`src/design/huffman_tree_walk_decoder_macros.svh`:
```
// Assertion macros used by the tree walk decoder back end.
`ifndef HUFFMAN_TREE_WALK_DECODER_MACROS_SVH
`define HUFFMAN_TREE_WALK_DECODER_MACROS_SVH

// Same-cycle implication, checked outside reset.
`define HTW_ASSERT_IMP(lbl, clk, rstn, ante, cons) \
	lbl: assert property (@(posedge clk) disable iff (!rstn) (ante) |-> (cons)) \
		else $error("tree walk decoder assertion failed");

// Next-cycle implication, checked outside reset.
`define HTW_ASSERT_NXT(lbl, clk, rstn, ante, cons) \
	lbl: assert property (@(posedge clk) disable iff (!rstn) (ante) |=> (cons)) \
		else $error("tree walk decoder assertion failed");

`endif

```
`src/design/htw_pkg.sv`:
```
// Shared constants, types and helpers of the tree walk decoder.
package htw_pkg;

	localparam int TABLE_NODES = 512;
	localparam int SYMBOL_BITS = 8;
	localparam int NODE_AW = $clog2(TABLE_NODES);
	localparam int IDX_W = 9;
	localparam int TOTAL_W = 32;
	localparam int CFG_DATA_W = 32;
	localparam int CFG_IDX_W = 1;
	localparam int QUEUE_DEPTH = 2;
	localparam int QUEUE_AW = $clog2(QUEUE_DEPTH);

	localparam logic [1:0] CMD_LOAD = 2'd0;
	localparam logic [1:0] CMD_DECODE = 2'd1;
	localparam logic [1:0] CMD_END = 2'd2;

	localparam logic [1:0] OP_LOAD = 2'd0;
	localparam logic [1:0] OP_DECODE = 2'd1;
	localparam logic [1:0] OP_END = 2'd2;

	localparam logic [CFG_IDX_W-1:0] REG_ROOT_NODE = 1'd0;
	localparam logic [CFG_IDX_W-1:0] REG_SYMBOL_TOTAL = 1'd1;

	localparam logic [3:0] MAX_BITS = 4'd8;

	typedef struct packed {
		logic [IDX_W-1:0] left;
		logic [IDX_W-1:0] right;
		logic leaf;
		logic [SYMBOL_BITS-1:0] sym;
	} node_t;

	typedef struct packed {
		logic [1:0] op;
		logic [IDX_W-1:0] node_index;
		node_t node;
		logic [7:0] data_byte;
		logic [3:0] bit_count;
	} req_t;

	function automatic logic in_table(input logic [IDX_W-1:0] idx);
		return 32'(idx) < 32'(TABLE_NODES);
	endfunction

	function automatic logic [NODE_AW-1:0] to_addr(input logic [IDX_W-1:0] idx);
		return NODE_AW'(idx);
	endfunction

endpackage

```
`src/design/htw_queue.sv`:
```
// Short request queue between the front end and the tree walker.
module htw_queue import htw_pkg::*; (
	input logic clk,
	input logic arst_n,
	input logic push,
	input req_t push_req,
	output logic full,
	output logic q_valid,
	output req_t q_req,
	input logic pop
);

	req_t entry_q [QUEUE_DEPTH];
	logic [QUEUE_AW-1:0] wr_ptr_q;
	logic [QUEUE_AW-1:0] rd_ptr_q;
	logic [QUEUE_AW:0] count_q;
	logic do_push;
	logic do_pop;

	assign full = (count_q == (QUEUE_AW+1)'(QUEUE_DEPTH));
	assign q_valid = (count_q != '0);
	assign q_req = entry_q[rd_ptr_q];
	assign do_push = push && !full;
	assign do_pop = pop && q_valid;

	always_ff @(posedge clk) begin
		if (do_push) begin
			entry_q[wr_ptr_q] <= push_req;
		end
	end

	always_ff @(posedge clk or negedge arst_n) begin
		if (!arst_n) begin
			wr_ptr_q <= '0;
			rd_ptr_q <= '0;
			count_q <= '0;
		end else begin
			if (do_push) begin
				wr_ptr_q <= (wr_ptr_q == QUEUE_AW'(QUEUE_DEPTH - 1)) ? '0 : wr_ptr_q + 1'b1;
			end
			if (do_pop) begin
				rd_ptr_q <= (rd_ptr_q == QUEUE_AW'(QUEUE_DEPTH - 1)) ? '0 : rd_ptr_q + 1'b1;
			end
			if (do_push && !do_pop) begin
				count_q <= count_q + 1'b1;
			end else if (do_pop && !do_push) begin
				count_q <= count_q - 1'b1;
			end
		end
	end

endmodule

```
`config.mk`:
```
export PLATFORM = sky130hd
export DESIGN_NAME = htw_queue
export DESIGN_NICKNAME = d
export VERILOG_FILES = /design/src/design/huffman_tree_walk_decoder_macros.svh /design/src/design/htw_pkg.sv /design/src/design/htw_queue.sv
export SDC_FILE = /design/constraint.sdc
export NUM_CORES = 1
export LEC_CHECK = 0
export BUFFER_PORTS_ARGS = -buffer_cell sky130_fd_sc_hd__buf_4
export CORE_ASPECT_RATIO = 0.8
export CORE_MARGIN = 2
export CORE_UTILIZATION = 47
export CTS_CLUSTER_SIZE = 16
export DETAILED_ROUTE_END_ITERATION = 16
export PLACE_DENSITY = 0.75
export SLEW_MARGIN = 20
export SYNTH_ARGS = -nofsm -noshare
export SYNTH_HDL_FRONTEND = slang
export SYNTH_SLANG_ARGS = --single-unit
```
`constraint.sdc`:
```
create_clock -name clk -period 3 [get_ports clk]
set_input_delay 0.9 -clock clk [delete_from_list [all_inputs] [get_ports clk]]
set_output_delay 0.9 -clock clk [all_outputs]
set_load 0.01 [all_outputs]
```
# [Yosys cells after proc, flatten, opt, wreduce, memory -nomap -nowiden]
# Memory sizes are Yosys's and may differ from the RTL's.
# Index checks and enable logic that the tools add are counted.
[totals] regBits=4 out_inout_bits=52 elab_cells=24 mem_bits_rw=100 inputBits=54 n_memories=1
[mem_list] name="entry_q" depth=2 width=50 rd=1 rd_clocked_by_memory_dff=0 wr=1 line="htw_queue.sv:13" rtl="req_t entry_q [QUEUE_DEPTH];"
[op_classes] addsub=4 eq_ne=1 n_mux=6 reduce_logical=9
[ops] operator="$logic_and A1 B1 Y1" n=4
[ops] operator="$mux W1" n=4
[ops] operator="$mux W2" n=2
[ops] operator="$reduce_bool A2 Y1" n=2
[ops] operator="$logic_not A1 Y1" n=3
[ops] operator="$add A1 B1 Y1 const B" n=2
[ops] operator="$add A2 B1 Y2 const B" n=1
[ops] operator="$eq A2 B2 Y1 const B" n=1
[ops] operator="$sub A2 B1 Y2 const B" n=1

# [Depth between registers and ports, before layout]
# Gate-level depths: netlist of run 1.
[depth] word_depth=7 mapped_depth=7 depth_no_buf=7

# [Least setup slack after synthesis of run 1]
# OpenSTA, ideal clock, no wires.
[synth_path] path_kind="input port to flip-flop" start="input port push" end="memory entry_q[0][0] in the netlist's numbering, enable pin" cell_stages=2 required_time_ns=2.542 n_path_buf=0 arrival_time_ns=3.087 path_slack_ns=-0.544 setup_time_ns=0.458 cell_sequence="nand2_1 > nor2_1"
[synth_via] elab_chain_len=3
[synth_lines] item="start, declared" line="htw_queue.sv:5" rtl="input logic push,"
[synth_lines] item="$logic_and A1 B1 Y1" line="htw_queue.sv:23" rtl="assign do_push = push && !full;"
[synth_lines] item="$mux W1" line="htw_queue.sv:27" rtl="if (do_push) begin"
[synth_lines] item="$mux W1 (implied by the code)" line="htw_queue.sv:28" rtl="entry_q[wr_ptr_q] <= push_req;"
[synth_lines] item="end, declared" line="htw_queue.sv:13"
# Every way passes these cells.

==> out/metrics.csv, run 1 <==
metric;value;unit
DR vias;1944;
syn_nets;230;
share of cells above drive strength 1;0.601;
post-synth cell types;16;
Clock Latency Late Sink;0.35;ns
pwr/cell area;922;mW/mm^2
Post-DP HPWL;4350;um
Initial Util;0.481;
setup bufs post-CTS;0;
RSZ-0062 raised after global routing;false;
grt met1 use;0.173;
Total Wirelength;6470;um
setup TNS;0;ns
Slew headroom;0.750;
nets;346;
Crit. End Element;output pin;
initial antenna violation count;0;
Worst-Margin Slew;0.375;ns
area grow syn2layout;26.4;%
vias in the first global route;1921;
Critical Path RT;2.10;ns
met2 Usage GRT;0.234;
Seq/Total Area, Yosys;0.764;
port bufs;105;
Vias/cell;4.76;
# rows;30;
initial DRC count;60;
final setup vio count;0;
run status;finished clean;
Final Core Density;0.608;
critical path class;reg -> out;
DR WL/cell;15.9;um
CTS tree;done;
PostCTS Resize Cnt;0;
skew final;0.0103;ns
Yosys reg bits;104;
htree depth;3;
hold buffers post-CTS;0;
total power;4730;uW
max-cap viol count;0;
Final Max Tran Viols;0;
Synth Instances;175;
worst-path fanout max;17;
CTS Buf Count;9;
most frequent cells in the layout;110 x buf_4, 100 x edfxtp_1, 49 x mux2_4, 9 x clkbuf_8;
first-pass GRT wire length;9710;um
GR Layer Usage met3;0.0636;
Syn. warnings;0;
leak pwr;0.00207;uW
Mean Syn Cell Area;23.2;um^2
fin area;0.00513;mm^2
number of remaining DRC errors;0;
fmax;373;MHz
GP Congestion;0.723;
VDD IR max;432;uV
Antenna Cells;0;
fin crit period;2.68;ns
Top Ports;106;
gr usage total;0.143;
aggregate global routing overflow;0;
Critical Path Start Type;register;
Chip Width;108;um
Tcrit/Tclk final;0.894;
critical path arrival;1.78;ns
hold violation total from the final report;0;
first drt pass iteration count;4;
largest net degree at the start of global routing;28;
grt peak-use layer;met2;
clk slew on worst S/H paths;0.09;ns
core area;0.00845;mm^2
Routed Antenna Nets;0;
clk sink count;104;
placed cell areas;0.00495;mm^2
commonest non-fill, non-tap cell in the layout;buf_4;
DIE AREA;0.00941;mm^2
CTS Root Cell;clkbuf_8;
die height;87.1;um
Post-Syn Area;0.00406;mm^2
Max clock buf depth;2;
worst min-delay path category;in -> async;
==> where the power goes <==
group	leakage, uW	total, uW	internal (uW)	switching [uW]
sequential	0.000975	2140	1990	151
combinational	0.00100	1770	1020	756
clock	0.0000914	818	386	433
total	0.00207	4730	3390	1340
==> synth_stat cells <==
cell | number | area share
mux2_4 | 49 | 0.18
dfrtp_1 | 4 | 0.025
nand2_1 | 1 | 0.00092
ha_1 | 1 | 0.0031
or2_1 | 1 | 0.0015
nand2_2 | 1 | 0.0015
mux2_2 | 1 | 0.0028
buf_6 | 1 | 0.0028
xor2_1 | 2 | 0.0043
nor2_1 | 2 | 0.0018
inv_1 | 2 | 0.0018
edfxtp_1 | 100 | 0.74
buf_12 | 5 | 0.025
xnor2_1 | 3 | 0.0065
nand2b_1 | 1 | 0.0015
and3_1 | 1 | 0.0015
==> sequential cells by signal, summed over array words and instances (netlist names) <==
signal and cells:
count_q 2, wr_ptr_q 1, rd_ptr_q 1, entry_q 100
==> path summary, 6_finish.rpt <==
path | from | to | slack (ns) | cells after the start
setup / recovery | rd_ptr_q | q_req[22] | 0.32 | 3
hold / removal | arst_n | count_q[1] | 0.33 | 1
setup reg to reg | count_q[0] | count_q[1] | 1.43 | 7
hold reg to reg | count_q[1] | count_q[1] | 0.50 | 1
max in group asynchronous | arst_n | rd_ptr_q | 2.55 | 1
min in group clk | count_q[1] | count_q[1] | 0.50 | 1
==> cells by family (layout without fill, tap and decap cells) <==
logic type    count (synthesis)  count (layout)  share of synthesized area
xor+xnor                      5               5                     0.0108
fa+ha+maj                     1               1                    0.00308
buf+inv                       8             129                     0.0293
flops                       104             104                      0.764
mux                          50              50                      0.184
simple gates                  7               7                    0.00894
==> routing by layer <==
layer | vias to the layer above | part of all wire
li1 | 907 | -
met1 | 945 | 0.43
met5 | - | 0
met4 | 0 | 0.0093
met2 | 84 | 0.48
met3 | 8 | 0.083
==> through the flow <==
step	hold WS, ns	instances	worst slack [ns]
finish	0.328	408	0.317
global route	0.299	408	0.226
CTS	0.305	408	0.270
detailed placement	0.495	392	0.668
global placement	0.472	392	0.691
floorplan	0.456	175	0.288
==> layout make-up <==
class	count	area (um^2)
fillers	633	3310
flip-flops and latches	104	3110
multi-input cells	63	848
repair buffers	111	846
well taps	112	140
clock buffers	11	131
clock inverters	5	55.1
inverters	2	7.51
==> worst max-delay path, stage by stage (launching register included) <==
cell and delay (ns):
dfrtp_4 0.64, buf_4 0.32, mux2_4 0.33, buf_4 0.14
Power figures use the tool's default switching activity.
==> run 2, diff against run 1 <==
--- a/config.mk
+++ b/config.mk
@@ -6,12 +6,15 @@
 export NUM_CORES = 1
 export LEC_CHECK = 0
 export BUFFER_PORTS_ARGS = -buffer_cell sky130_fd_sc_hd__buf_4
+export CELL_PAD_IN_SITES_DETAIL_PLACEMENT = 1
+export CELL_PAD_IN_SITES_GLOBAL_PLACEMENT = 1
 export CORE_ASPECT_RATIO = 0.8
 export CORE_MARGIN = 2
-export CORE_UTILIZATION = 47
+export CORE_UTILIZATION = 44
+export CTS_BUF_LIST = sky130_fd_sc_hd__clkbuf_8 sky130_fd_sc_hd__clkbuf_16
 export CTS_CLUSTER_SIZE = 16
 export DETAILED_ROUTE_END_ITERATION = 16
-export PLACE_DENSITY = 0.75
+export PLACE_DENSITY_LB_ADDON = 0.1
 export SLEW_MARGIN = 20
 export SYNTH_ARGS = -nofsm -noshare
 export SYNTH_HDL_FRONTEND = slang
==> constraint.sdc (replaced) <==
create_clock -name clk -period 3.04 [get_ports clk]
set_input_delay 0.912 -clock clk [delete_from_list [all_inputs] [get_ports clk]]
set_output_delay 0.912 -clock clk [all_outputs]
set_load 0.01 [all_outputs]
==> run 2 against run 1 <==
Sequential power about the same. Die area increased by 6.5%. Cell count rose by 0.74%. Register-to-register slack better by 0.05 ns. Count of clock-buffer cells in the layout is 2 lower. Global-route usage grew 0.82 points. First-iteration DRC count shrank 35%. Sequential share of layout area shrank 1.1 points. Flip-flop and latch count unchanged. Non-clock buffer count is the same. Critical endpoint is now q_req[27].
==> out/metrics.csv, run 2 (synthesis gave the netlist of run 1 again) <==
metric;value;unit;change
run status;finished clean;;
commonest non-fill, non-tap cell in the layout;buf_4;;
DR vias;1933;;-0.57%
FF-to-FF path depth;4;;-3
worst-path fanout max;15;;-2
port bufs;105;;unchanged
CTS Buf Count;9;;unchanged
Switch Pwr;1420;uW;+5.7%
Clock Latency Late Sink;0.34;ns;about the same
Worst-Margin Slew;0.410;ns;+0.0351 ns
first drt pass iteration count;4;;unchanged
Critical Path Start Type;register;;
critical path class;reg -> out;;
initial DRC count;39;;-35%
worst r2r src;count_q[0];;
final setup vio count;0;;unchanged
Filler cells;824;;+30%
GP Congestion;0.676;;-6.5%
met2 WL;3780;um;+22%
Initial Util;0.451;;-0.0296
Vias/cell;4.70;;-1.3%
hold buffers post-CTS;0;;unchanged
clk slew on worst S/H paths;0.07;ns;-0.02 ns
Reg-to-Reg End;entry_q[0][48];;
VDD IR max;417;uV;-3.7%
leak pwr;0.00212;uW;+2.2%
hold_ws;0.363;ns;+0.0351 ns
Tcrit/Tclk final;0.889;;
pwr/cell area;947;mW/mm^2;+2.7%
# rows;31;;+3.3%
CTS Root Cell;clkbuf_16;;
htree depth;3;;unchanged
first-pass GRT wire length;11500;um;+18%
PostCTS Resize Cnt;0;;unchanged
clk sink count;104;;unchanged
Highest Signal Layer;met4;;
critical path arrival;1.79;ns;about the same
RSZ-0062 raised after global routing;false;;
max reg flops;100;;unchanged
setup TNS;0;ns;unchanged
Combinational Power Share;0.358;;-0.017
Routed Antenna Nets;0;;unchanged
Slew headroom;0.727;;-0.0234
DR WL/cell;17.9;um;+13%
biggest regs;entry_q x100, count_q x2;;
skew final;0.00775;ns;-0.00259 ns
worst min-delay path category;in -> async;;
gr usage total;0.151;;+0.00823
die height;89.9;um;+3.2%
DR WL met3;438;um;-18%
aggregate global routing overflow;0;;unchanged
most frequent cells in the layout;110 x buf_4, 100 x edfxtp_1, 49 x mux2_4, 9 x clkbuf_16, 4 x inv_6;;
Total Wirelength;7340;um;+13%
Chip Width;111;um;+3.2%
WL met1;3080;um;+11%
Flop pwr share;0.427;;-0.025
max-cap viol count;0;;unchanged
largest reg by FF count;entry_q;;
CTS tree;done;;
Post-DP HPWL;5200;um;+19%
Worst R2R Setup Slack;1.48;ns;+0.05 ns
DIE AREA;0.0100;mm^2;+6.5%
hold violation total from the final report;0;;unchanged
Top Ports;106;;unchanged
initial antenna violation count;0;;unchanged
largest net degree at the start of global routing;31;;+11%
Max clock buf depth;2;;unchanged
setup bufs post-CTS;0;;unchanged
share of cells above drive strength 1;0.611;;+0.0101
Internal;3540;uW;+4.2%
vias in the first global route;2053;;+6.9%
Antenna Cells;0;;unchanged
core area;0.00900;mm^2;+6.5%
fin crit period;2.70;ns;
number of remaining DRC errors;0;;unchanged
nets;346;;unchanged
area grow syn2layout;28.8;%;
Clock power frac;0.215;;+0.042
Crit. End Element;output pin;;
Critical Path RT;2.13;ns;+0.03 ns
sw frac;0.286;;+0.00292
fmax;370;MHz;
Final Max Tran Viols;0;;unchanged
## run 2: cell types whose count changed in the layout (fill, tap and decap cells not counted), sizes merged
cell	delta
bufinv	-1
clkbuf	-2
inv	+3
## run 2: worst max-delay path, stage by stage (launching register included)
cell and delay, ns:
dfrtp_4 0.61, buf_4 0.33, mux2_2 0.37, buf_4 0.14
## run 2: metal layers
metal	vias to the layer above	GRT usage
met1	952	0.188
met2	65	0.255
li1	909	-
met3	7	0.0560
met5	-	0
met4	0	0.0309
## run 2: cell type report
| class | instances | area [um^2] | area share |
|---|---|---|---|
| Sequential cell | 104 | 3110 | 0.594 |
| Multi-Input combinational cell | 63 | 848 | 0.162 |
| Inverter | 2 | 7.51 | 0.00144 |
| Timing Repair Buffer | 111 | 846 | 0.162 |
| Tap cell | 115 | 144 | 0.0275 |
| Clock inverter | 7 | 52.6 | 0.0100 |
| Clock buffer | 9 | 225 | 0.0431 |
## run 2: power by group through the flow
| stage | sequential (uW) | clock [uW] | combinational [uW] |
|---|---|---|---|
| 2_1_floorplan | 2070 | 0 | 1250 |
| 3_3_place_gp | 2140 | 0 | 1780 |
| 3_5_place_dp | 2160 | 0 | 1800 |
| 4_1_cts | 2130 | 1100 | 1810 |
| 5_1_grt | 2150 | 1160 | 1890 |
| 6_report | 2120 | 1070 | 1770 |
## run 2: worst max path at each step
| stage | from | endpoint | slack [ns] | depth (start not counted) |
|---|---|---|---|---|
| global placement | rd_ptr_q | q_req[27] | 0.70 | 3 |
| detailed placement | rd_ptr_q | q_req[27] | 0.68 | 3 |
| global route | rd_ptr_q | q_req[27] | 0.26 | 3 |
| finish | rd_ptr_q | q_req[27] | 0.34 | 3 |
| CTS | rd_ptr_q | q_req[27] | 0.31 | 3 |
| floorplan | push | entry_q[0][0] | 0.32 | 2 |
## run 2: metrics by stage
stage / cells / util / instance area [um^2] / worst slack, ns / power [uW]
final: 411 / 0.581 / 5230 / 0.337 / 4950
after global routing: 411 / 0.581 / 5230 / 0.258 / 5200
after CTS: 411 / 0.581 / 5230 / 0.306 / 5040
after detailed placement: 395 / 0.550 / 4950 / 0.680 / 3960
after global placement: 395 / 0.550 / 4950 / 0.697 / 3920
after floorplan: 175 / - / 4060 / 0.316 / 3320
==> run 3, diff against run 2 <==
--- a/config.mk
+++ b/config.mk
@@ -8,7 +8,6 @@
 export BUFFER_PORTS_ARGS = -buffer_cell sky130_fd_sc_hd__buf_4
 export CELL_PAD_IN_SITES_DETAIL_PLACEMENT = 1
 export CELL_PAD_IN_SITES_GLOBAL_PLACEMENT = 1
-export CORE_ASPECT_RATIO = 0.8
 export CORE_MARGIN = 2
 export CORE_UTILIZATION = 44
 export CTS_BUF_LIST = sky130_fd_sc_hd__clkbuf_8 sky130_fd_sc_hd__clkbuf_16
==> run 3 against run 2 <==
Sequential power about the same. Worst setup slack lost 0.018 ns. Maximum frequency decreased by 0.65%. Routed wire length is 6.2% lower. Largest cell class unchanged. Largest power group unchanged. Highest routed layer unchanged.
==> out/metrics.csv, run 3 (synthesis gave the netlist of run 1 again) <==
metric;value;unit;change
clk sink count;104;;unchanged
max reg flops;100;;unchanged
share of cells above drive strength 1;0.608;;-0.00398
Slew headroom;0.735;;+0.00822
critical path arrival;1.81;ns;+0.02 ns
first drt pass iteration count;4;;unchanged
PostCTS Resize Cnt;0;;unchanged
Worst R2R Setup Slack;1.34;ns;-0.14 ns
gr usage total;0.141;;-0.00971
Tcrit/Tclk final;0.895;;+0.00581
worst-path fanout max;38;;+23
Reg-to-Reg End;entry_q[0][10];;
Worst-Margin Slew;0.397;ns;-0.0133 ns
DR vias;1914;;-0.98%
skew final;0.0126;ns;+0.00482 ns
critical path class;reg -> out;;
port bufs;105;;unchanged
clk slew on worst S/H paths;0.10;ns;+0.03 ns
biggest regs;entry_q x100, count_q x2;;
final worst slack;0.319;ns;-0.0177 ns
Final Max Tran Viols;0;;unchanged
Crit. End Element;output pin;;
VDD IR max;447;uV;+7.2%
FF-to-FF path depth;4;;unchanged
CTS Buf Count;9;;unchanged
DIE AREA;0.0100;mm^2;about the same
Critical Path Start Type;register;;
htree depth;3;;unchanged
Critical Path RT;2.13;ns;about the same
aggregate global routing overflow;0;;unchanged
GP Congestion;0.685;;+1.3%
CP Buf/Inv Count;2;;unchanged
CTS tree;done;;
Vias/cell;4.74;;+0.73%
# rows;35;;+13%
setup bufs post-CTS;0;;unchanged
nets;343;;-0.87%
initial antenna violation count;0;;unchanged
Chip Width;100;um;-10%
number of remaining DRC errors;0;;unchanged
initial DRC count;79;;+100%
Max clock buf depth;2;;unchanged
area grow syn2layout;26.3;%;
Initial Util;0.446;;-0.00546
largest net degree at the start of global routing;43;;+39%
commonest non-fill, non-tap cell in the layout;buf_4;;
Clock Latency Late Sink;0.36;ns;+0.02 ns
Max stage delay on crit path;0.61;ns;about the same
CTS Root Cell;clkbuf_8;;
Antenna Cells;0;;unchanged
pwr/cell area;909;mW/mm^2;-4.0%
Top Ports;106;;unchanged
run status;finished clean;;
worst slack at placement;0.683;ns;+0.00300 ns
final setup vio count;0;;unchanged
vias in the first global route;1978;;-3.7%
die height;100;um;+11%
setup TNS;0;ns;unchanged
Slowest-stage cell, CP;dfrtp_4;;
RSZ-0062 raised after global routing;false;;
Total Wirelength;6890;um;-6.2%
Routed Antenna Nets;0;;unchanged
crit-path leading delay family;flip-flops;;
Filler cells;835;;+1.3%
fmax;368;MHz;-0.65%
hold buffers post-CTS;0;;unchanged
hold violation total from the final report;0;;unchanged
largest reg by FF count;entry_q;;
Post-DP HPWL;4690;um;-9.9%
leak pwr;0.00206;uW;-2.5%
core area;0.00911;mm^2;+1.2%
max-cap viol count;0;;unchanged
DR WL/cell;17.0;um;-4.5%
first-pass GRT wire length;10500;um;-8.6%
fin crit period;2.72;ns;+0.0177 ns
critical path cell sequence;buf_12 -> mux2_4 -> buf_4;;
worst min-delay path category;in -> async;;
most frequent cells in the layout;105 x buf_4, 100 x edfxtp_1, 49 x mux2_4, 9 x clkbuf_8;;
worst r2r src;count_q[0];;
## run 3: layer usage
layer | wire length (um) | GRT usage | vias to the layer above
met5 | 0 | 0 | -
met1 | 2890 | 0.179 | 941
met4 | 94 | 0.0569 | 0
li1 | - | - | 904
met3 | 444 | 0.0432 | 8
met2 | 3460 | 0.228 | 61
## run 3: where the power goes
part	internal, uW	total [uW]	switching [uW]
clock	308	781	472
combinational	1010	1770	761
sequential	1960	2110	147
total	3280	4660	1380
## run 3: worst max path at each step
stage	from	end	slack, ns	cells past startpoint
floorplan	push	entry_q[0][0]	0.32	2
global placement	rd_ptr_q	q_req[25]	0.70	3
detailed placement	rd_ptr_q	q_req[25]	0.68	3
CTS	rd_ptr_q	q_req[25]	0.29	3
global route	rd_ptr_q	q_req[25]	0.24	3
finish	rd_ptr_q	q_req[25]	0.32	3
## run 3: stage by stage
step	cell area [um^2]	hold slack (ns)	utilization	total power (uW)	cells
after global routing	5130	0.314	0.563	4900	404
final	5130	0.341	0.563	4660	404
after floorplan	4060	0.456	-	3320	175
after global placement	4950	0.493	0.543	3930	388
after CTS	5130	0.319	0.563	4730	404
after detailed placement	4950	0.495	0.543	3960	388
## run 3: layout make-up
class	instances	area [um^2]	area share
timing repair buffer	108	848	0.165
multi-input combinational	63	848	0.165
clock buffer	9	124	0.0242
sequential	104	3110	0.606
inverter	2	7.51	0.00146
clock inverter	7	55.1	0.0107
tap	111	139	0.0271
